===== config.mk =====
export PLATFORM = sky130hd
export DESIGN_NAME = iirdf1_mac
export DESIGN_NICKNAME = d
export VERILOG_FILES = /design/src/sv/iirdf1_pkg.sv /design/src/sv/iirdf1_mac.sv
export SDC_FILE = /design/constraint.sdc
export NUM_CORES = 2
export LEC_CHECK = 0
export ABC_AREA = 1
export CORE_MARGIN = 3
export CORE_UTILIZATION = 46
export DETAILED_ROUTE_END_ITERATION = 7
export DONT_BUFFER_PORTS = 1
export REMOVE_ABC_BUFFERS = 1
export SLEW_MARGIN = 30
export SYNTH_ARGS = -nofsm -noshare
export SYNTH_HDL_FRONTEND = slang
export SYNTH_SLANG_ARGS = --single-unit

===== constraint.sdc =====
create_clock -name clk -period 9.2 [get_ports clk]
set_input_delay 0.46 -clock clk [delete_from_list [all_inputs] [get_ports clk]]
set_output_delay 0.46 -clock clk [all_outputs]
set_load 0.02 [all_outputs]

===== src/sv/iirdf1_pkg.sv =====
// Shared types and constants for the direct-form-I IIR filter core.
package iirdf1_pkg;

  localparam int TAPS_DEFAULT = 7;
  localparam int NUM_REGS     = 7;
  localparam int REG_IW       = 3;
  localparam int PADDR_W      = 6;
  localparam int CFG_W        = 64;
  localparam int COEF_W       = 32;
  localparam int SAMPLE_W     = 16;
  localparam int YHIST_W      = 32;
  localparam int ACC_W        = 64;

  localparam logic [CFG_W-1:0] COEF0_RESET = 64'h0800_0000_0000_0000;

  typedef struct packed {
    logic signed [YHIST_W-1:0]  y;
    logic signed [SAMPLE_W-1:0] x;
  } hist_t;

  typedef struct packed {
    logic clr;
    logic mul;
    logic sub;
    logic shl;
  } mac_ctrl_t;

  typedef logic [NUM_REGS-1:0][CFG_W-1:0] coef_bank_t;

endpackage


===== src/sv/iirdf1_mac.sv =====
// Shared 32x32 multiplier with registered product and saturating 64-bit accumulator.
module iirdf1_mac (
  input  logic                               clk,
  input  logic                               rst_n,
  input  iirdf1_pkg::mac_ctrl_t              ctrl,
  input  logic signed [iirdf1_pkg::COEF_W-1:0] coef,
  input  logic signed [iirdf1_pkg::COEF_W-1:0] opnd,
  output logic signed [iirdf1_pkg::ACC_W-1:0]  acc
);
  import iirdf1_pkg::*;

  logic signed [ACC_W-1:0] prod_w;
  logic signed [ACC_W-1:0] prod_nxt;
  logic signed [ACC_W-1:0] prod_r;
  logic                    pv_r;
  logic                    sub_r;
  logic signed [ACC_W:0]   pe;
  logic signed [ACC_W:0]   ae;
  logic signed [ACC_W:0]   sum;
  logic signed [ACC_W-1:0] acc_r;
  logic signed [ACC_W-1:0] acc_nxt;

  assign prod_w   = ACC_W'(coef) * ACC_W'(opnd);
  assign prod_nxt = ctrl.shl ? (prod_w <<< 8) : prod_w;

  always_ff @(posedge clk) begin
    prod_r <= prod_nxt;
  end

  always_ff @(posedge clk) begin
    if (!rst_n) begin
      pv_r  <= 1'b0;
      sub_r <= 1'b0;
    end else begin
      pv_r  <= ctrl.mul;
      sub_r <= ctrl.sub;
    end
  end

  assign pe  = {prod_r[ACC_W-1], prod_r};
  assign ae  = {acc_r[ACC_W-1], acc_r};
  assign sum = sub_r ? (ae - pe) : (ae + pe);

  always_comb begin
    acc_nxt = acc_r;
    if (ctrl.clr) begin
      acc_nxt = '0;
    end else if (pv_r) begin
      if (sum[ACC_W] != sum[ACC_W-1]) begin
        acc_nxt = sum[ACC_W] ? {1'b1, {(ACC_W-1){1'b0}}} : {1'b0, {(ACC_W-1){1'b1}}};
      end else begin
        acc_nxt = sum[ACC_W-1:0];
      end
    end
  end

  always_ff @(posedge clk) begin
    if (!rst_n) begin
      acc_r <= '0;
    end else begin
      acc_r <= acc_nxt;
    end
  end

  assign acc = acc_r;

endmodule


==> flow_summary.yaml <==
run:
  cap_violations: 0
yosys:
  synth_cell_types: 53
  synth_edf_count: 0
  yosys_warnings: 0
  netlist_area_um2: 49100
  synth_seq_cells: 130
  syn_area_per_cell_um2: 7.50
  synthArstFlopShare: 0
  syn_inst: 6539
  seq_area_frac_synth: 0.0530
  synth_flop_cell: "dfxtp_1"
clocking:
  clk_latency_ns: 0.45
  cts_resized: 0
  cts_tree: "yes"
  clockBufferDepth: 2
  ctsHoldBuffers: 0
  cts-htree-levels: 4
  clk_pin_slew_worst_paths_ns: 0.07
  root_buffer: "clkbuf_16"
  cts_setup_buffers: 0
  clock_sinks: 130
  cts_buffers: 17
final_layout:
  final-seq-area_um2: 2600
  syn_to_final_growth_pct: 2.99
  multiInputGateArea_um2: 38800
  drive_gt1_frac: 0.0273
  nNetsFinal: 7731
  fillers: 10722
  n_antenna_cell: 0
worst_setup_path:
  cp_max_fo: 32
  slowest_delay_ns: 1.00
  crit_path_top_delay_cell: "fa_1"
  cp-start-kind: "primary input"
  crit_buf_inv: 5
  path_common_cell: "fa_1"
  critPathKind: "primary input to register"
  worstPathArrival_ns: 7.80
  required_ns: 9.54
  path_cells: "nand2_1 -> inv_1 -> fa_1 -> fa_1 -> fa_1 -> fa_1 -> inv_1 -> fa_1 -> inv_1 -> fa_1 -> inv_1 -> fa_1 -> inv_1 -> fa_1 -> ha_1 -> nand2_1 -> nor2_1 -> nand2_1 -> nor4_1 -> nand2_1 -> nand3_1 -> nand2_1 -> nand3_1 -> nand2_1"
  cp-end-kind: "register"
  cp_top_family: "adder cells"
drt:
  drt_iter0_markers: 2735
  wl_per_cell_um: 19.4
  drt_first_pass_iters: 6
  ant_nets: 0
  vias_per_cell: 5.14
  drc: 0
  wl_mm: 150
  met1_length_mm: 64.8
  highest_layer: "met4"
  vias: 39714
  dr_wl_met3_mm: 10.8
  met2WireLength_mm: 70.3
global_route:
  grt_use_total: 0.280
  grt_max_degree: 63
  grt_first_pass_wirelength_mm: 241
  overflow: 0
  antenna_found_initial: 0
  grt_pass1_vias: 42695
die:
  die_h_um: 333
  die_area_um2: 111000
  placementRows: 119
  start_util: 0.465
  core_region_area_um2: 106000
  io_pins: 134
  die_x_um: 333
sta:
  finalSetupViolations: 0
  slew_headroom: 0.453
  worst_slew_pin_slew_ns: 0.813
  fin_crit_ns: 7.46
  slew_viol_final: 0
  fin_worst_skew_ns: 0.0118
  fmax_mhz: 134
  fin_setup_tns_ns: 0
  fin_crit_sh: 0.811
  final_hold_viol_count: 0
  grt_setup_unrepaired: "no"
place:
  gp_congestion: 0.981
  hpwlAfterDp_mm: 125
  portBuffers: 0
run_status:
  outcome: "complete, no violations"
worst_hold_path:
  hp-class: "primary input to register"
-- synth_stat cells (28+ instances only) --
cell type	n	area share
inv_1	1788	0.14
nand2_1	1662	0.13
fa_1	1083	0.44
nor2_1	393	0.030
ha_1	249	0.063
clkbuf_1	215	0.016
a21oi_1	177	0.018
o21ai_0	171	0.017
nand3_1	165	0.017
dfxtp_1	130	0.053
xor2_1	86	0.015
a21oi_2	59	0.011
xnor2_1	59	0.011
o21bai_1	35	0.0054
or2_2	28	0.0036
-- per-layer routing --
layer	global-route usage	vias up
li1	-	18398
met1	0.379	19800
met2	0.467	1307
met3	0.0461	209
met4	0.0732	0
met5	0	-
-- cells by family (layout without fill, tap and decap cells) --
family | count (synthesis) | in the layout | share of synthesized area
AND/OR/NAND/NOR | 2375 | 2375 | 0.195
buffers and inverters | 2037 | 1840 | 0.157
adder cells (fa/ha/maj) | 1332 | 1332 | 0.505
AO/OA/AOI/OAI | 511 | 511 | 0.0619
XOR/XNOR | 145 | 145 | 0.0259
flip-flops | 130 | 130 | 0.0530
multiplexers | 9 | 9 | 0.00184
-- flip-flops by register name (all words and copies together) (netlist names) --
| name | count |
|---|---|
| acc | 64 |
| prod_r | 64 |
| pv_r | 1 |
| sub_r | 1 |
-- area by class of cell --
class | instances | area share
multi-input cells | 4372 | 0.767
repair buffers | 9 | 0.00134
flip-flops and latches | 130 | 0.0515
inverters | 1799 | 0.134
clock inverters | 14 | 0.00327
well taps | 1391 | 0.0344
clock buffers | 18 | 0.00849
-- stage by stage --
stage / util / instance area, um^2 / worst slack [ns] / cells / hold slack, ns
after floorplan: - / 48100 / 2.09 / 6301 / 0.531
after global placement: 0.473 / 49900 / 1.30 / 7701 / 0.550
after detailed placement: 0.473 / 49900 / 1.23 / 7701 / 0.550
after CTS: 0.479 / 50500 / 1.70 / 7733 / 0.0731
after global routing: 0.479 / 50500 / 1.27 / 7733 / 0.0702
final: 0.479 / 50500 / 1.74 / 7733 / 0.0855
-- cell usage in the layout (no fill, tap or decap), types with 28 or more instances in the layout --
master	netlist	final
a21oi_2	59	59
dfxtp_1	130	129
xnor2_1	59	59
nor2_1	393	392
a21oi_1	177	177
o21bai_1	35	35
nand3_1	165	165
nand2_1	1662	1662
ha_1	249	249
fa_1	1083	1083
xor2_1	86	86
o21ai_0	171	171
inv_1	1788	1788
or2_2	28	28
-- path summary, 6_finish.rpt --
| check | start | endpoint | slack [ns] | cells after the start |
|---|---|---|---|---|
| worst max-delay path | coef[31] | prod_r[57]$_DFF_P_ | 1.74 | 24 |
| worst min-delay path | ctrl[0] | prod_r[0]$_SDFF_PP0_ | 0.09 | 1 |
| worst max register to register | prod_r[0]$_SDFF_PP0_ | acc[61]$_SDFFE_PP0P_ | 3.65 | 27 |
| worst min register to register | acc[2]$_SDFFE_PP0P_ | acc[2]$_SDFFE_PP0P_ | 0.61 | 2 |
Power is left out: the tool's default activity adds up to more than one toggle a clock period on the data nets, which glitch-free logic cannot reach.
