<file path="src/sv/iirdf1_pkg.sv">
// Shared types and constants for the direct-form-I IIR filter core.
package iirdf1_pkg;

  localparam int TAPS_DEFAULT = 7;
  localparam int NUM_REGS     = 7;
  localparam int REG_IW       = 3;
  localparam int PADDR_W      = 6;
  localparam int CFG_W        = 64;
  localparam int COEF_W       = 32;
  localparam int SAMPLE_W     = 16;
  localparam int YHIST_W      = 32;
  localparam int ACC_W        = 64;

  localparam logic [CFG_W-1:0] COEF0_RESET = 64'h0800_0000_0000_0000;

  typedef struct packed {
    logic signed [YHIST_W-1:0]  y;
    logic signed [SAMPLE_W-1:0] x;
  } hist_t;

  typedef struct packed {
    logic clr;
    logic mul;
    logic sub;
    logic shl;
  } mac_ctrl_t;

  typedef logic [NUM_REGS-1:0][CFG_W-1:0] coef_bank_t;

endpackage

</file>
<file path="src/sv/iirdf1_regs.sv">
// Coefficient register bank behind the APB-style configuration port.
module iirdf1_regs (
  input  logic                          clk,
  input  logic                          rst_n,
  input  logic                          psel,
  input  logic                          penable,
  input  logic                          pwrite,
  input  logic [iirdf1_pkg::PADDR_W-1:0] paddr,
  input  logic [iirdf1_pkg::CFG_W-1:0]  pwdata,
  output logic [iirdf1_pkg::CFG_W-1:0]  prdata,
  output iirdf1_pkg::coef_bank_t        coef
);
  import iirdf1_pkg::*;

  coef_bank_t        coef_r;
  coef_bank_t        coef_nxt;
  logic [REG_IW-1:0] idx;
  logic              idx_ok;

  assign idx    = paddr[PADDR_W-1:3];
  assign idx_ok = idx < REG_IW'(NUM_REGS);

  always_comb begin
    coef_nxt = coef_r;
    if (psel && penable && pwrite && idx_ok) begin
      coef_nxt[idx] = pwdata;
    end
  end

  always_ff @(posedge clk) begin
    if (!rst_n) begin
      coef_r    <= '0;
      coef_r[0] <= COEF0_RESET;
    end else begin
      coef_r <= coef_nxt;
    end
  end

  assign prdata = idx_ok ? coef_r[idx] : '0;
  assign coef   = coef_r;

endmodule

</file>
<file path="config.mk">
export PLATFORM = sky130hd
export DESIGN_NAME = iirdf1_regs
export DESIGN_NICKNAME = d
export VERILOG_FILES = /design/src/sv/iirdf1_pkg.sv /design/src/sv/iirdf1_regs.sv
export SDC_FILE = /design/constraint.sdc
export NUM_CORES = 1
export LEC_CHECK = 0
export BUFFER_PORTS_ARGS = -buffer_cell sky130_fd_sc_hd__buf_2
export CAP_MARGIN = 20
export CORE_AREA = 2 2 228 230
export DETAILED_ROUTE_END_ITERATION = 8
export DIE_AREA = 0 0 230 232
export GPL_ROUTABILITY_DRIVEN = 0
export HOLD_SLACK_MARGIN = 0.03
export PLACE_DENSITY = 0.69
export SYNTH_ARGS = -nofsm -noshare
export SYNTH_HDL_FRONTEND = slang
export SYNTH_SLANG_ARGS = --single-unit
</file>
<file path="constraint.sdc">
create_clock -name clk -period 1.9 [get_ports clk]
set_input_delay 0.285 -clock clk [delete_from_list [all_inputs] [get_ports clk]]
set_output_delay 0.285 -clock clk [all_outputs]
set_load 0.01 [all_outputs]
</file>
==> results of run 1 <==
through the flow:
stage               util (%)  cells
floorplan                  -   1927
global placement        48.2   3214
detailed placement      48.2   3214
CTS                     53.8   3376
global route            54.9   3389
finish                  54.9   3391
cell usage in the layout (no fill, tap or decap), types with 6 or more instances in the layout:
cell	count
sky130_fd_sc_hd__mux4_2	13
sky130_fd_sc_hd__clkbuf_8	12
sky130_fd_sc_hd__o221ai_1	15
sky130_fd_sc_hd__buf_12	56
sky130_fd_sc_hd__a22oi_2	57
sky130_fd_sc_hd__a2bb2oi_1	6
sky130_fd_sc_hd__buf_4	208
sky130_fd_sc_hd__mux2_4	35
sky130_fd_sc_hd__o21ai_1	10
sky130_fd_sc_hd__buf_6	20
sky130_fd_sc_hd__clkbuf_16	53
sky130_fd_sc_hd__a211oi_2	7
sky130_fd_sc_hd__and4b_1	7
sky130_fd_sc_hd__clkbuf_1	12
sky130_fd_sc_hd__o221ai_2	25
sky130_fd_sc_hd__buf_2	566
sky130_fd_sc_hd__a22oi_1	75
sky130_fd_sc_hd__mux2i_1	461
sky130_fd_sc_hd__dfxtp_1	306
sky130_fd_sc_hd__dfxtp_2	142
sky130_fd_sc_hd__o2bb2ai_1	7
sky130_fd_sc_hd__nand2_1	516
sky130_fd_sc_hd__mux2_2	33
where the power goes:
part	switching, mW	internal [mW]	total (mW)
Sequential	0.0605	9.47	9.53
Clock	3.85	5.59	9.44
Combinational	1.04	0.659	1.70
Total	4.95	15.7	20.7
cell type report:
class | instances | area share [%]
multi-input cells | 1315 | 37.0
flip-flops and latches | 448 | 32.7
repair buffers | 862 | 21.5
clock buffers | 73 | 5.14
well taps | 680 | 3.05
clock inverters | 10 | 0.484
diodes | 2 | 0.0179
inverters | 1 | 0.0134
kinds of logic after synthesis:
| group | synth area share [%] |
|---|---|
| and+or+nand+nor | 11.8 |
| muxes | 29.0 |
| DFF | 45.8 |
| AOI/OAI and AO/OA | 8.39 |
| buffers and inverters | 4.97 |
per-layer routing:
| layer | global-route usage [%] | up-vias | part of all wire, % |
|---|---|---|---|
| met5 | 0 | - | 0 |
| met4 | 11.8 | 0 | 4.5 |
| met3 | 6.18 | 235 | 8.6 |
| met2 | 45.9 | 1053 | 46 |
| met1 | 35.1 | 9106 | 40 |
| li1 | - | 8313 | - |
worst paths after layout:
check	start	endpoint	slack (ns)	cells past startpoint
worst min-delay path	rst_n	coef[243]	0.08	3
worst max-delay path	coef[406]	prdata[22]	-0.17	3
worst min register to register	coef[160]	coef[160]	0.46	2
worst max register to register	coef[446]	coef[446]	1.08	4
repair_timing:
| action | 4_1_cts | 5_1_grt |
|---|---|---|
| gates cloned | 1 | 4 |
| pin swaps | 62 | 28 |
| gates resized for setup | 225 | 106 |
| hold buffers | 1 | 0 |
| endpoints found under the hold margin | 1 | 0 |
| endpoints found under the setup margin | 64 | 64 |
| setup buffers | 78 | 10 |
worst register-to-register path: stages (launching register included):
cell and delay [ns]:
sky130_fd_sc_hd__dfxtp_2 0.32, sky130_fd_sc_hd__buf_4 0.13, sky130_fd_sc_hd__buf_4 0.13, sky130_fd_sc_hd__nand2_1 0.06, sky130_fd_sc_hd__mux2i_1 0.06
==> metrics.md, run 1 <==
| Metric | Value |
|---|---|
| Startpoint types | `flip-flop` |
| Count of endpoints failing hold in the final timing report | `0` |
| Critical-path top delay cell | `sky130_fd_sc_hd__mux4_2` |
| Measured slew at the worst slew-check pin | `0.502 ns` |
| Leading post-synthesis cells by instance count | `sky130_fd_sc_hd__nand2_1 (519), sky130_fd_sc_hd__mux2i_1 (461), sky130_fd_sc_hd__dfxtp_1 (448)` |
| Worst-case headroom to the max-slew limit | `66.5%` |
| Min Hold Slack | `0.0761 ns` |
| Number of antenna violations at the first check in global routing | `0` |
| # port buffers | `583` |
| Number of placement rows | `83` |
| Chip height | `232 um` |
| Number of enable-type register cells in the synthesized netlist | `0` |
| Post-Synthesis Net Count | `2002` |
| Main synth FF type | `sky130_fd_sc_hd__dfxtp_1` |
| Overall track demand over capacity in global routing | `27.8%` |
| Layout cell share with drive strength beyond 1 | `47.0%` |
| Clock root buffer | `sky130_fd_sc_hd__clkbuf_16` |
| Number of buffers added by the clock tree synthesis step | `48` |
| Setup Total Neg Slack | `-1.43 ns` |
| Async set or reset register ratio after synthesis | `0%` |
| Multi-input gate area | `10300 sq um` |
| Total power density per cell area | `740 nW/um^2` |
| HPWL after detailed placement | `55100 um` |
| Via count of the first global-routing pass | `18200` |
| CP bufs+invs | `1` |
| Leading post-synthesis cells by cell area | `sky130_fd_sc_hd__dfxtp_1 (46%), sky130_fd_sc_hd__mux2i_1 (24%), sky130_fd_sc_hd__nand2_1 (10%), sky130_fd_sc_hd__a22oi_1 (5.1%), sky130_fd_sc_hd__mux2_2 (3.9%)` |
| Core Area | `50900 sq um` |
| Total Power | `20.7 mW` |
| Min Tclk post-route | `2.07 ns` |
| Sequential element share of the synthesized area | `45.8%` |
| Area used by sequential logic in the layout | `9150 sq um` |
| Clock-pin slew of the registers on the worst-case setup and hold paths | `0.06 ns` |
| Average via count per standard cell | `5.52` |
| I/O pin count | `587` |
| Most used standard cell by instance count after synthesis | `sky130_fd_sc_hd__nand2_1` |
| Number of DRC violations after detailed routing | `0` |
| Gate Count Post-Synth | `1927` |
| Delay contributed by the slowest stage of the critical path | `0.46 ns` |
| Average cell area after synthesis | `10.2 sq um` |
| Clk_skew | `0 ns` |
| Initial standard-cell utilization of the core | `38.4%` |
| Die area | `53400 sq um` |
| Via Count | `18700` |
| Maximum number of pins on one net before global-route repair | `72` |
| Leak pwr | `11.8 nW` |
| Maximum clock insertion buffer count | `3` |
| Sinks on the clock net | `448` |
| Layout fillers | `4327` |
| Final Net Count | `2751` |
| Number of distinct library cell variants in the gate-level netlist after synthesis | `37` |
| Setup-violating endpoint count in the final report | `19` |
| Tightest Hold Check Type | `primary input to flip-flop` |
| Number of warning messages in the yosys log | `0` |
| Summed instance area of the synthesized netlist | `19600 sq um` |
| Largest register FFs | `448` |
| Area post-placement | `24500 sq um` |
| Number of DRC violations after detailed-routing iteration 0 | `1332` |
| Routed WL per cell | `23.6 um` |
| Pre-CTS setup slack | `-0.173 ns` |
| Result of the run | `finished with violations` |
| Data arrival time at the worst-slack endpoint | `1.79 ns` |
| Die span in x | `230 um` |
| Reported max-cap violation count | `0` |
| Number of search-and-repair iterations in the first detailed-routing pass | `5` |
| Cell taking the most area after synthesis | `sky130_fd_sc_hd__dfxtp_1` |
| Routed WL | `79900 um` |
| First-pass GRT wire length | `114000 um` |
| Antenna-violating nets left | `0` |
| CP cell instances | `mux4_2 -> mux2_4 -> buf_6` |
| Post-synth top area share | `45.8%` |
| Fin. max-slew vios | `0` |
| Final critical-path setup slack | `-0.171 ns` |
| Flops & latches, synth | `448` |
| Worst vdd ir | `0.558 mV` |
| Category of the most critical setup path | `flip-flop to output port` |
| H-tree depth reported by CTS | `2` |
| Synthesis-to-finish area growth | `42.8%` |
| TritonCTS clock tree | `yes` |
| Unrepaired setup endpoints after global routing | `yes` |
| Final instance area | `27900 sq um` |
| Critical path required time | `1.62 ns` |
| Top fanout value on the critical path | `2` |
| Portion of the clock cycle consumed by the worst path in the final layout | `109%` |
| Remaining global-route overflow | `0` |
| Worst path top cell family by delay | `multiplexers` |
| Failing checks | `negative setup slack` |
| Highest clock rate | `483 MHz` |
| Clock insertion delay at the later pin of the skew report | `0.56 ns` |
| CP endpoint kind | `output port` |
Note: power is estimated with default switching activity, not from simulation.
==> run 2: changes to the inputs <==
--- a/config.mk
+++ b/config.mk
@@ -7,12 +7,12 @@
 export LEC_CHECK = 0
 export BUFFER_PORTS_ARGS = -buffer_cell sky130_fd_sc_hd__buf_2
 export CAP_MARGIN = 20
-export CORE_AREA = 2 2 228 230
+export CORE_AREA = 2 2 226 228
 export DETAILED_ROUTE_END_ITERATION = 8
-export DIE_AREA = 0 0 230 232
+export DIE_AREA = 0 0 228 230
 export GPL_ROUTABILITY_DRIVEN = 0
 export HOLD_SLACK_MARGIN = 0.03
-export PLACE_DENSITY = 0.69
+export PLACE_DENSITY = 0.72
 export SYNTH_ARGS = -nofsm -noshare
 export SYNTH_HDL_FRONTEND = slang
 export SYNTH_SLANG_ARGS = --single-unit
==> constraint.sdc (replaced) <==
create_clock -name clk -period 1.69 [get_ports clk]
set_input_delay 0.2535 -clock clk [delete_from_list [all_inputs] [get_ports clk]]
set_output_delay 0.2535 -clock clk [all_outputs]
set_load 0.01 [all_outputs]
==> run 2 against run 1 <==
  * The flow still finishes with violations (negative setup slack)
  * Design area decreased by 0.58%
  * Die area decreased by 1.7%
  * Sequential share of layout area increased by 0.19 points
  * First-iteration DRC count increased by 17%
  * Sequential power increased by 12%
  * Clock skew unchanged
  * Highest routed layer is now met5
  * Non-clock buffer count decreased by 1
  * Routed wire length increased by 0.70%
  * Clock power increased by 14%
  * Count of clock-buffer cells in the layout decreased by 7
==> metrics.md, run 2 (synthesis gave the netlist of run 1 again) <==
| Metric | Value |
|---|---|
| Result of the run | `finished with violations (unchanged)` |
| Failing checks | `negative setup slack (unchanged)` |
| Category of the most critical setup path | `flip-flop to output port (unchanged)` |
| Remaining global-route overflow | `0 (unchanged)` |
| Total power density per cell area | `843 nW/um^2 (was 740 nW/um^2)` |
| Most frequent standard cell in the layout excluding fill and tap cells | `sky130_fd_sc_hd__buf_2 (unchanged)` |
| # port buffers | `583 (unchanged)` |
| Synthesis-to-finish area growth | `41.9% (was 42.8%)` |
| Largest register FFs | `448 (unchanged)` |
| Number of antenna violations at the first check in global routing | `3 (was 0)` |
| Internal power of the cells | `17.8 mW (was 15.7 mW)` |
| Reported max-cap violation count | `0 (unchanged)` |
| Min Hold Slack | `0.0900 ns (was 0.0761 ns)` |
| NetSw | `5.58 mW (was 4.95 mW)` |
| Number of placement rows | `82 (was 83)` |
| Fin. max-slew vios | `0 (unchanged)` |
| Net switching fraction of the power | `23.8% (was 23.9%)` |
| Number of buffers added by the clock tree synthesis step | `46 (was 48)` |
| Number of DRC violations after detailed routing | `0 (unchanged)` |
| Clock-pin slew of the registers on the worst-case setup and hold paths | `0.06 ns (about the same)` |
| Critical path required time | `1.44 ns (was 1.62 ns)` |
| Via count of the first global-routing pass | `18800 (was 18200)` |
| Initial standard-cell utilization of the core | `39.2% (was 38.4%)` |
| Chip height | `230 um (was 232 um)` |
| I/O pin count | `587 (unchanged)` |
| Average via count per standard cell | `5.59 (was 5.52)` |
| Core Area | `49900 sq um (was 50900 sq um)` |
| Layout cell share with drive strength beyond 1 | `46.5% (was 47.0%)` |
| Worst-case headroom to the max-slew limit | `69.3% (was 66.5%)` |
| Most frequent cells in the layout | `sky130_fd_sc_hd__buf_2 (569), sky130_fd_sc_hd__nand2_1 (515), sky130_fd_sc_hd__mux2i_1 (461) (was sky130_fd_sc_hd__buf_2 (566), sky130_fd_sc_hd__nand2_1 (516), sky130_fd_sc_hd__mux2i_1 (461))` |
| Data arrival time at the worst-slack endpoint | `1.80 ns (was 1.79 ns)` |
| TritonCTS clock tree | `yes (unchanged)` |
| H-tree depth reported by CTS | `2 (unchanged)` |
| Top fanout value on the critical path | `3 (was 2)` |
| Maximum number of pins on one net before global-route repair | `65 (was 72)` |
| Die area | `52400 sq um (was 53400 sq um)` |
| Portion of the clock cycle consumed by the worst path in the final layout | `121%` |
| Post-layout util | `55.7% (was 54.9%)` |
| Routed WL per cell | `23.8 um (was 23.6 um)` |
| Final Net Count | `2748 (was 2751)` |
| Layout fillers | `4199 (was 4327)` |
| Area used by sequential logic in the layout | `9150 sq um (unchanged)` |
| Reg power frac | `45.7% (was 46.1%)` |
| CP endpoint kind | `output port (unchanged)` |
| Pre-CTS setup slack | `-0.404 ns (was -0.173 ns)` |
| Multi-input gate area | `10300 sq um (about the same)` |
| Final critical-path setup slack | `-0.361 ns (was -0.171 ns)` |
| Overall track demand over capacity in global routing | `28.7% (was 27.8%)` |
| Setup slack of the worst register-to-register path | `0.88 ns (was 1.08 ns)` |
| Clock insertion delay at the later pin of the skew report | `0.56 ns (about the same)` |
| Number of search-and-repair iterations in the first detailed-routing pass | `8 (was 5)` |
| Setup Total Neg Slack | `-11.02 ns (was -1.43 ns)` |
| Count of endpoints failing hold in the final timing report | `0 (unchanged)` |
| Combinational share of power | `8.0% (was 8.2%)` |
| Number of DRC violations after detailed-routing iteration 0 | `1560 (was 1332)` |
| Measured slew at the worst slew-check pin | `0.460 ns (was 0.502 ns)` |
| First-pass GRT wire length | `117000 um (was 114000 um)` |
| Die span in x | `228 um (was 230 um)` |
| Startpoint types | `flip-flop (unchanged)` |
| Clock network fraction of total power | `46.3% (was 45.7%)` |
| Unrepaired setup endpoints after global routing | `yes (unchanged)` |
| Via Count | `18900 (was 18700)` |
| Setup-violating endpoint count in the final report | `64 (was 19)` |
| Clk_skew | `0 ns (unchanged)` |
| Sinks on the clock net | `448 (unchanged)` |
| Leak pwr | `11.7 nW (was 11.8 nW)` |
| Worst vdd ir | `0.663 mV (was 0.558 mV)` |
| Clock root buffer | `sky130_fd_sc_hd__clkbuf_16 (unchanged)` |
| Highest clock rate | `488 MHz` |
| Maximum clock insertion buffer count | `3 (unchanged)` |
| Min Tclk post-route | `2.05 ns` |
| HPWL after detailed placement | `55100 um (about the same)` |
| Tightest Hold Check Type | `primary input to flip-flop (unchanged)` |
| Routed WL | `80400 um (was 79900 um)` |
| Antenna-violating nets left | `0 (unchanged)` |
[run 2: what timing repair did]
action	in CTS	in global routing
buffers inserted	84	16
gates cloned	0	4
endpoints found under the setup margin	64	64
pin swaps	71	31
hold endpoints to repair	2	0
resized for setup	264	54
hold buffers	2	0
[run 2: through the flow]
stage	std cells	instance area, sq um	total power [mW]
floorplan	1927	19600	11.7
global placement	3192	24400	12.6
detailed placement	3192	24400	12.6
CTS	3362	27300	23.4
global route	3382	27800	24.1
finish	3382	27800	23.4
[run 2: final cells by class]
type                    count  share of cell area, %
multi-input cells        1315                   37.2
flip-flops and latches    448                   32.9
repair buffers            861                   21.1
clock buffers              66                   4.74
well taps                 672                   3.03
clock inverters            18                   1.01
inverters                   1                 0.0135
diodes                      1                0.00901
[run 2: critical path: stages, from the launching register on]
cell and delay [ns]:
sky130_fd_sc_hd__dfxtp_2 0.33, sky130_fd_sc_hd__mux4_2 0.48, sky130_fd_sc_hd__mux2_4 0.31, sky130_fd_sc_hd__buf_6 0.13
[run 2: layer usage]
metal / vias up / global-route usage [%] / share of wire, %
met2: 1210 / 47.4 / 47
met5: - / 0 / 0.014
met3: 276 / 6.80 / 9.5
met4: 2 / 13.5 / 4.7
met1: 9106 / 35.4 / 39
li1: 8312 / - / -
[run 2: path summary, 6_finish.rpt]
check / depth (start not counted) / endpoint / start
max: 3 / prdata[62] / coef[446]
min: 4 / coef[172] / pwdata[44]
max reg2reg: 4 / coef[181] / coef[181]
min reg2reg: 2 / coef[148] / coef[148]
[run 2: power groups by stage]
stage | Clock, mW | Combinational (mW) | Sequential, mW
finish | 10.8 | 1.87 | 10.7
floorplan | 0 | 0.768 | 11.0
detailed placement | 0 | 1.66 | 10.9
CTS | 11.0 | 1.76 | 10.7
global route | 11.4 | 1.95 | 10.7
global placement | 0 | 1.63 | 10.9
