<file path="config.mk">
export PLATFORM = sky130hd
export DESIGN_NAME = iirdf1_hist_mem
export DESIGN_NICKNAME = d
export VERILOG_FILES = /design/src/sv/iirdf1_pkg.sv /design/src/sv/iirdf1_hist_mem.sv
export SDC_FILE = /design/constraint.sdc
export NUM_CORES = 1
export LEC_CHECK = 0
export ABC_AREA = 1
export BUFFER_PORTS_ARGS = -buffer_cell sky130_fd_sc_hd__clkbuf_2
export CORE_MARGIN = 4
export CORE_UTILIZATION = 28
export CTS_BUF_LIST = sky130_fd_sc_hd__clkbuf_8 sky130_fd_sc_hd__clkbuf_16
export DETAILED_ROUTE_END_ITERATION = 8
export MAX_ROUTING_LAYER = met4
export PLACE_DENSITY = 0.41
export SYNTH_ARGS = -nofsm -noshare
export SYNTH_HDL_FRONTEND = slang
export SYNTH_SLANG_ARGS = --single-unit
</file>
<file path="constraint.sdc">
create_clock -name clk -period 5.26 [get_ports clk]
set_clock_uncertainty 0.1 [all_clocks]
set_input_delay 0.526 -clock clk [delete_from_list [all_inputs] [get_ports clk]]
set_output_delay 0.526 -clock clk [all_outputs]
set_load 0.01 [all_outputs]
</file>
<file path="src/sv/iirdf1_pkg.sv">
// Shared types and constants for the direct-form-I IIR filter core.
package iirdf1_pkg;

  localparam int TAPS_DEFAULT = 7;
  localparam int NUM_REGS     = 7;
  localparam int REG_IW       = 3;
  localparam int PADDR_W      = 6;
  localparam int CFG_W        = 64;
  localparam int COEF_W       = 32;
  localparam int SAMPLE_W     = 16;
  localparam int YHIST_W      = 32;
  localparam int ACC_W        = 64;

  localparam logic [CFG_W-1:0] COEF0_RESET = 64'h0800_0000_0000_0000;

  typedef struct packed {
    logic signed [YHIST_W-1:0]  y;
    logic signed [SAMPLE_W-1:0] x;
  } hist_t;

  typedef struct packed {
    logic clr;
    logic mul;
    logic sub;
    logic shl;
  } mac_ctrl_t;

  typedef logic [NUM_REGS-1:0][CFG_W-1:0] coef_bank_t;

endpackage

</file>
<file path="src/sv/iirdf1_hist_mem.sv">
// History memory: past input and output pairs, registered read.
module iirdf1_hist_mem #(
  parameter int DEPTH = iirdf1_pkg::TAPS_DEFAULT - 1,
  parameter int AW    = 3
) (
  input  logic              clk,
  input  logic              rst_n,
  input  logic              rd_en,
  input  logic [AW-1:0]     rd_addr,
  output iirdf1_pkg::hist_t rd_data,
  input  logic              wr_en,
  input  logic [AW-1:0]     wr_addr,
  input  iirdf1_pkg::hist_t wr_data
);
  import iirdf1_pkg::*;

  hist_t            mem [DEPTH];
  logic [DEPTH-1:0] valid_r;
  hist_t            rd_data_r;

  // entries never written read as zero
  always_ff @(posedge clk) begin
    if (!rst_n) begin
      valid_r <= '0;
    end else if (wr_en) begin
      valid_r[wr_addr] <= 1'b1;
    end
  end

  always_ff @(posedge clk) begin
    if (wr_en) begin
      mem[wr_addr] <= wr_data;
    end
  end

  always_ff @(posedge clk) begin
    if (rd_en) begin
      rd_data_r <= valid_r[rd_addr] ? mem[rd_addr] : '0;
    end
  end

  assign rd_data = rd_data_r;

endmodule

</file>
==> impl_results.md, run 1 <==
- Status: complete, no violations
- CTS tree: yes
- Seq pwr share: 0.524
- Hold depth: 1
- Area grow syn2layout: 16.4%
- Vias in the first global route: 8606
- GRT Overall Usage: 0.133
- Worst r2r dst: rd_data[18]
- Max-slew headroom: 0.281
- Logic pwr share: 0.063
- Sequential-to-total area share from yosys stat: 0.722
- Most frequent cells in the layout: 398 x nand2_1, 336 x edfxtp_1, 252 x inv_1
- Synth warn: 0
- Worst Reg-to-Reg Cells: 9
- Area occupied by registers: 0.0102 mm^2
- P_leak: 7.27 nW
- VDD IR max: 0.000195 V
- Critical path class: in -> reg
- DRT Pass-1 Iters: 4
- Max Root-Sink Buffers: 3
- Metal2 WL: 16200 um
- Core area: 0.0501 mm^2
- GRT Residual Overflow: 0
- Fin cells: 2115
- Top Ports: 106
- Initial antenna violation count: 1
- FF-to-FF Start: valid_r[1]
- Met3 routed WL: 1390 um
- Drt wl/cell: 16.3 um
- Final setup violation count: 0
- Inst Count DP: 2045
- Final min period: 2.50 ns
- Critical Path RT: 5.57 ns
- Worst-Skew Late Latency: 0.54 ns
- Sink Count: 342
- Drt initial violations: 462
- Via count: 8685
- R2R Setup Slk: 3.18 ns
- Final worst setup slack: 2.76 ns
- Sw Share: 0.228
- Max-cap violations: 0
- Cell Area, Placed: 0.0153 mm^2
- Mapped Area: 0.0141 mm^2
- Arr. time, crit path: 2.81 ns
- Synth cell types: 17
- Finished Cell Area: 0.0165 mm^2
- Initial core utilization: 0.283
- Min-delay src: wr_data[46]
- TritonCTS buffer count: 40
- Final hold vios: 0
- Routed wire length: 34400 um
- Hold-fix buffers, CTS: 0
- Via/cell ratio: 4.11
- Critical Path End Type: register
- Post-Syn Nets: 1370
- Period utilisation layout: 0.475
- Gate Count Post-Synth: 1312
- Final core occ: 0.329
- Fmax: 400 MHz
- GPL Wtd Cong: 0.687
- Clk pwr share: 0.413
- Hold_ws: 0.135 ns
- DR top layer: met4
- Antenna viol nets, final: 0
- Footprint of the multi-input gates: 0.00266 mm^2
- Largest net degree at the start of global routing: 72
- # port buffers: 105
- H-tree depth: 2
- Register clock-pin slew on the reported worst setup and hold paths: 0.06 ns
- DP HPWL: 17800 um
- Post_cts resized: 0
- Worst-path maximum fanout: 35
- Avg Cell Area, Syn: 10.8 um^2
- First-pass GRT wire length: 53200 um
- Switch Pwr: 1.36 mW
- Worst Hold End: mem[1][46]
- RSZ-0062 raised after global routing: no
- Cell internal pwr: 4.61 mW
- Most common cell after layout, fill and taps aside: nand2_1
- Post-CTS Setup Bufs: 0
- Die area: 0.0542 mm^2
- Final nets: 1473
- Power density over the cells: 362 mW/mm^2
- Row count: 82
- Pwr Total: 5.96 mW
- Worst Setup Start Kind: primary input
- Die width: 233 um
- CTS root buf: clkbuf_16
- Slew @ Worst Pin: 1.08 ns
- Total Neg Setup Slack: 0 ns
- Layout cells sized above 1: 0.128
- Max-slew violations: 0
- Worst hold path class: in -> reg
- Die Y: 233 um
- DRC Markers: 0
- Setup WS pre-CTS: 2.07 ns
- Met1 wire length: 16100 um
- Synth Register Bits: 342
- Fillers: 5166
-- worst max path at each step --
stage	start	endpoint	slack, ns
global placement	rd_addr[0]	rd_data[17]	2.13
finish	rd_addr[0]	rd_data[18]	2.76
floorplan	wr_addr[1]	mem[1][0]	0.70
detailed placement	rd_addr[0]	rd_data[46]	2.07
CTS	rd_addr[0]	rd_data[46]	2.65
global route	rd_addr[0]	rd_data[18]	2.49
-- layout make-up --
cell class                 instances  share of cell area
tap                              672              0.0511
inverter                         259              0.0595
clock inverter                    28             0.00715
timing repair buffer             118              0.0382
sequential                       342               0.620
clock buffer                      41              0.0623
multi-input combinational        654               0.161
antenna                            1            0.000152
-- critical path, cell delays in order --
cell and delay (ns):
buf_4 0.40, inv_4 0.29, nand2_1 0.14, nand3_1 0.07, nand2_1 0.08, nand2_1 0.05, nand2_2 0.64, buf_4 0.41
nand2_1 0.10, inv_1 0.06
-- state kept, by name, summed over array words and instances, names as in the netlist --
register	cells
mem	288
rd_data	48
valid_r	6
-- power groups by stage --
stage	clock network [mW]	registers, mW	logic (mW)
6_report	2.46	3.13	0.376
4_1_cts	2.55	3.13	0.394
5_1_grt	2.68	3.13	0.438
2_1_floorplan	0	3.19	0.215
3_3_place_gp	0	3.18	0.392
3_5_place_dp	0	3.18	0.393
-- cells by family after synthesis --
| family | after synthesis | share of synthesized area |
|---|---|---|
| DFF | 342 | 0.722 |
| buffers and inverters | 316 | 0.0910 |
| AOI/OAI and AO/OA | 53 | 0.0188 |
| and+or+nand+nor | 601 | 0.168 |
-- synthesized netlist by cell type, drive strengths merged --
cell | instances | area (um^2)
nand2 | 399 | 1500
edfxtp | 336 | 10100
inv | 259 | 977
nor2 | 102 | 383
nand3 | 98 | 490
o21ai | 48 | 240
buf | 42 | 254
clkbuf | 15 | 56.3
dfxtp | 6 | 120
a21oi | 5 | 25.0
nand4 | 1 | 6.26
nor3 | 1 | 5.00
-- layer usage --
layer,global-route usage,vias to the layer above
li1,-,4365
met1,0.173,4134
met2,0.214,134
met3,0.0234,52
met4,0.0396,0
met5,-,-
Note: power is estimated with default switching activity, not from simulation.
==> inputs of run 2 (changes only) <==
--- a/config.mk
+++ b/config.mk
@@ -12,7 +12,7 @@
 export CTS_BUF_LIST = sky130_fd_sc_hd__clkbuf_8 sky130_fd_sc_hd__clkbuf_16
 export DETAILED_ROUTE_END_ITERATION = 8
 export MAX_ROUTING_LAYER = met4
-export PLACE_DENSITY = 0.41
+export PLACE_DENSITY = 0.43
 export SYNTH_ARGS = -nofsm -noshare
 export SYNTH_HDL_FRONTEND = slang
 export SYNTH_SLANG_ARGS = --single-unit
==> constraint.sdc (replaced) <==
create_clock -name clk -period 2.3 [get_ports clk]
set_clock_uncertainty 0.1 [all_clocks]
set_input_delay 0.23 -clock clk [delete_from_list [all_inputs] [get_ports clk]]
set_output_delay 0.23 -clock clk [all_outputs]
set_load 0.01 [all_outputs]
==> impl_results.md, run 2 (synthesis gave the netlist of run 1 again) <==
- Fmax: 599 MHz
- Die area: 0.0542 mm^2 (unchanged)
- CTS root buf: clkbuf_16
- Footprint of the multi-input gates: 0.00266 mm^2 (+0.24%)
- Post-CTS Setup Bufs: 0 (unchanged)
- Hold-fix buffers, CTS: 51 (+51)
- Row count: 82 (unchanged)
- Worst-Skew Late Latency: 0.52 ns (-0.02 ns)
- Core area: 0.0501 mm^2 (unchanged)
- Critical path class: in -> reg
- Power density over the cells: 810 mW/mm^2 (+120%)
- GPL Wtd Cong: 0.725 (+5.6%)
- R2R Setup Slk: 0.83 ns (-2.35 ns)
- Final hold vios: 0 (unchanged)
- Status: complete, no violations
- Area grow syn2layout: 22.3%
- Critical Path End Type: register
- Worst hold path class: in -> reg
- First-pass GRT wire length: 52400 um (-1.7%)
- Register clock-pin slew on the reported worst setup and hold paths: 0.06 ns (about the same)
- CTS tree: yes
- Pwr Total: 14.0 mW (+140%)
- Post_cts resized: 0 (unchanged)
- Max-slew violations: 0 (unchanged)
- Final core occ: 0.346 (+0.0169)
- Die width: 233 um (unchanged)
- RSZ-0062 raised after global routing: no
- Fillers: 5105 (-1.2%)
- H-tree depth: 2 (unchanged)
- DRC Markers: 0 (unchanged)
- Most frequent cells in the layout: 398 x nand2_1, 336 x edfxtp_1, 253 x inv_1
- P_leak: 7.62 nW (+4.7%)
- Worst Setup Start Kind: primary input
- Via count: 8941 (+2.9%)
- Finished Cell Area: 0.0173 mm^2 (+5.1%)
- Sink Count: 342 (unchanged)
- Total Neg Setup Slack: 0 ns (unchanged)
- Critical Path RT: 2.42 ns (-3.15 ns)
- Max Root-Sink Buffers: 3 (unchanged)
- Setup WS pre-CTS: 0.496 ns (-1.57 ns)
- Routed wire length: 33900 um (-1.4%)
- Antenna viol nets, final: 0 (unchanged)
- Fin cells: 2174 (+2.8%)
- Via/cell ratio: 4.11 (+0.15%)
- Arr. time, crit path: 1.79 ns (-1.02 ns)
- Final nets: 1530 (+3.9%)
- VDD IR max: 0.000401 V (+110%)
- Max-cap violations: 0 (unchanged)
- Largest register FFs: 288 (unchanged)
- Cell Area, Placed: 0.0156 mm^2 (+1.7%)
- Final min period: 1.67 ns
- Worst-path maximum fanout: 12 (-66%)
- DP HPWL: 17100 um (-4.0%)
- Final setup violation count: 0 (unchanged)
- Slew @ Worst Pin: 0.613 ns (-0.464 ns)
- Initial core utilization: 0.283 (unchanged)
- Layout cells sized above 1: 0.127 (-0.000765)
- Max-slew headroom: 0.592 (+0.311)
- Period utilisation layout: 0.726
- Die Y: 233 um (unchanged)
- Vias in the first global route: 8712 (+1.2%)
- Most common cell after layout, fill and taps aside: nand2_1
- Top Ports: 106 (unchanged)
- DRT Pass-1 Iters: 4 (unchanged)
- Drt wl/cell: 15.6 um (-4.1%)
- Area occupied by registers: 0.0102 mm^2 (unchanged)
- GRT Residual Overflow: 0 (unchanged)
- GRT Overall Usage: 0.129 (-0.00393)
- Initial antenna violation count: 4 (+3)
- Largest net degree at the start of global routing: 97 (+35%)
- Hold_ws: 0.0342 ns (-0.100 ns)
- TritonCTS buffer count: 39 (-2.5%)
- Top reg by flops: mem
- Final worst setup slack: 0.631 ns (-2.13 ns)
- Inst Count DP: 2052 (+0.34%)
- # port buffers: 105 (unchanged)
- Drt initial violations: 434 (-6.1%)
==> run 2: final cells by class <==
cell class	instances	area share
Sequential cell	342	0.590
Multi-Input combinational cell	654	0.154
Timing Repair Buffer	176	0.0805
Clock buffer	41	0.0593
Inverter	259	0.0566
Tap cell	672	0.0486
Clock inverter	26	0.0106
Antenna cell	4	0.000578
==> run 2: path summary, 6_finish.rpt <==
check	startpoint	endpoint	depth (start not counted)
max	wr_addr[1]	mem[5][25]	6
min reg2reg	valid_r[2]	valid_r[2]	2
min	wr_en	valid_r[4]	5
max reg2reg	valid_r[1]	rd_data[16]	9
==> run 2: worst max-delay path, cell delays in order <==
cell and delay [ns]:
dlygate4sd3_1 0.54, clkbuf_2 0.15, nor2_1 0.15, nand2_1 0.10, inv_2 0.34, buf_4 0.27
==> run 2: routing by layer <==
metal	track usage	vias up	wire length, um
met5	-	-	0
li1	-	4488	-
met2	0.203	149	15800
met1	0.173	4264	15900
met4	0.0340	0	709
met3	0.0234	40	1480
==> run 2: where the power goes <==
group          total [mW]  internal, mW  switching [mW]
registers            7.15          7.09          0.0599
clock network        5.90          3.53            2.38
logic               0.967         0.336           0.631
==> inputs of run 3 (changes only) <==
==> constraint.sdc (replaced) <==
create_clock -name clk -period 1.5 [get_ports clk]
set_clock_uncertainty 0.1 [all_clocks]
set_input_delay 0.15 -clock clk [delete_from_list [all_inputs] [get_ports clk]]
set_output_delay 0.15 -clock clk [all_outputs]
set_load 0.01 [all_outputs]
==> impl_results.md, run 3 (synthesis gave the netlist of run 1 again) <==
- Status: complete, no violations
- Worst-Skew Late Latency: 0.54 ns (+0.02 ns)
- Critical Path Max Stage Delay: 0.58 ns (+0.04 ns)
- Critical Path End Type: register
- Largest register FFs: 288 (unchanged)
- Hold_ws: 0.0497 ns (+0.0155 ns)
- Crit path cell chain: dlygate4sd3_1, clkbuf_2, inv_1, nor2_2, nand2_2, dlygate4sd3_1, a21oi_1
- DRT Pass-1 Iters: 4 (unchanged)
- # port buffers: 105 (unchanged)
- Worst Reg-to-Reg Cells: 7 (-2)
- TritonCTS buffer count: 39 (unchanged)
- Register clock-pin slew on the reported worst setup and hold paths: 0.06 ns (about the same)
- Max Root-Sink Buffers: 3 (unchanged)
- Final min period: 1.46 ns
- Via/cell ratio: 4.10 (-0.43%)
- Worst hold path class: in -> reg
- Initial core utilization: 0.283 (unchanged)
- Final nets: 1562 (+2.1%)
- Fmax: 683 MHz
- GRT Residual Overflow: 0 (unchanged)
- CTS root buf: clkbuf_16
- CTS tree: yes
- Antenna viol nets, final: 0 (unchanged)
- Die width: 233 um (unchanged)
- Critical path class: in -> reg
- R2R Setup Slk: 0.09 ns (-0.74 ns)
- Most frequent cells in the layout: 390 x nand2_1, 336 x edfxtp_1, 256 x inv_1
- Top Family by Delay on Critical Path: buffers and inverters
- Vias in the first global route: 8770 (+0.67%)
- H-tree depth: 2 (unchanged)
- Worst Setup Start Kind: primary input
- Critical Path RT: 1.88 ns (-0.54 ns)
- DP HPWL: 20600 um (+20%)
- P_leak: 7.80 nW (+2.4%)
- Max-slew violations: 0 (unchanged)
- Area grow syn2layout: 26.0%
- Layout cells sized above 1: 0.150 (+0.0233)
- Top Ports: 106 (unchanged)
- Power density over the cells: 1190 mW/mm^2 (+47%)
- Final hold vios: 0 (unchanged)
- Via count: 9009 (+0.76%)
- VDD IR max: 0.000678 V (+69%)
- GRT Overall Usage: 0.129 (+0.000332)
- RSZ-0062 raised after global routing: yes
- Slew @ Worst Pin: 0.448 ns (-0.165 ns)
- Row count: 82 (unchanged)
- Sink Count: 342 (unchanged)
- Finished Cell Area: 0.0178 mm^2 (+3.0%)
- Drt initial violations: 456 (+5.1%)
- Most frequent CP cell: dlygate4sd3_1
- CP bufs+invs: 4 (unchanged)
- Cell Area, Placed: 0.0161 mm^2 (+3.1%)
- Fillers: 5010 (-1.9%)
- Hold depth: 2 (-3)
- Final setup violation count: 0 (unchanged)
- DRC Markers: 0 (unchanged)
- CP max-delay cell: dlygate4sd3_1
- Initial antenna violation count: 2 (-2)
- CP Depth: 7 (+1)
- Most common cell after layout, fill and taps aside: nand2_1
- Top reg by flops: mem
- Drt wl/cell: 15.5 um (-0.86%)
- Max-slew headroom: 0.702 (+0.110)
- Arr. time, crit path: 1.84 ns (+0.05 ns)
- First-pass GRT wire length: 52100 um (-0.54%)
- Period utilisation layout: 0.976
- Largest net degree at the start of global routing: 50 (-48%)
- Max-cap violations: 0 (unchanged)
- Core area: 0.0501 mm^2 (unchanged)
- Routed wire length: 34000 um (+0.33%)
- Die Y: 233 um (unchanged)
- Worst-path maximum fanout: 4 (-8)
- Die area: 0.0542 mm^2 (unchanged)
- GPL Wtd Cong: 0.737 (+1.6%)
-- run 3: cell count changes in the layout (fill, tap and decap cells not counted), moves of 3 or more --
cell	delta
inv_2	-3
dlygate4sd3_1	+5
buf_4	+7
inv_1	+3
nor2_1	-3
nand2_2	+6
clkinvlp_4	+6
clkinv_1	-9
nand2_1	-8
nor2_2	+3
buf_12	+19
-- run 3: power breakdown --
part	internal, mW	total, mW	switching, mW
Sequential	10.9	11.0	0.0877
Combinational	0.627	1.64	1.01
Clock	5.04	8.63	3.59
Total	16.5	21.2	4.69
-- run 3: worst register-to-register path: stages (launching register included) --
cell     delay (ns)
dfxtp_1        0.30
inv_1          0.07
nand2_1        0.06
nand4_1        0.19
nand2_8        0.13
buf_12         0.17
nand2_1        0.09
inv_1          0.04
-- run 3: repair_timing --
action / in CTS / in global routing
setup endpoints to repair: 0 / 73
hold buffers: 56 / 0
endpoints found under the hold margin: 294 / 0
gates resized for setup: 0 / 7
setup buffers: 0 / 1
-- run 3: worst paths after layout --
kind,start,endpoint
hold / removal,rd_en,rd_data[20]
setup reg to reg,valid_r[3],rd_data[13]
hold reg to reg,valid_r[0],valid_r[0]
setup / recovery,wr_addr[2],valid_r[4]
-- run 3: per-layer routing --
metal,vias to the layer above,global-route usage,part of all wire
met5,-,-,0
met4,0,0.0364,0.021
met3,43,0.0258,0.040
met2,132,0.200,0.46
met1,4287,0.175,0.48
li1,4547,-,-
-- run 3: through the flow --
| stage | TNS [ns] | cells | utilization | worst slack (ns) | total power, mW |
|---|---|---|---|---|---|
| 3_3_place_gp | -0.585 | 2077 | 0.321 | -0.0246 | 12.7 |
| 6_report | 0 | 2200 | 0.356 | 0.0359 | 21.2 |
| 4_1_cts | 0 | 2195 | 0.355 | 0.0317 | 21.6 |
| 2_1_floorplan | -21.62 | 1312 | - | -0.419 | 12.0 |
| 3_5_place_dp | -0.757 | 2077 | 0.321 | -0.0308 | 12.7 |
| 5_1_grt | -0.0122 | 2199 | 0.356 | -0.0108 | 22.2 |
-- run 3: area by class of cell --
cell class                      instances  area (um^2)  area share
Sequential cell                       342        10200       0.573
Clock inverter                         21          116     0.00653
Inverter                              259          998      0.0560
Tap cell                              672          841      0.0472
Timing Repair Buffer                  208         1900       0.107
Clock buffer                           41         1030      0.0576
Antenna cell                            3         7.51    0.000421
Multi-Input combinational cell        654         2720       0.152
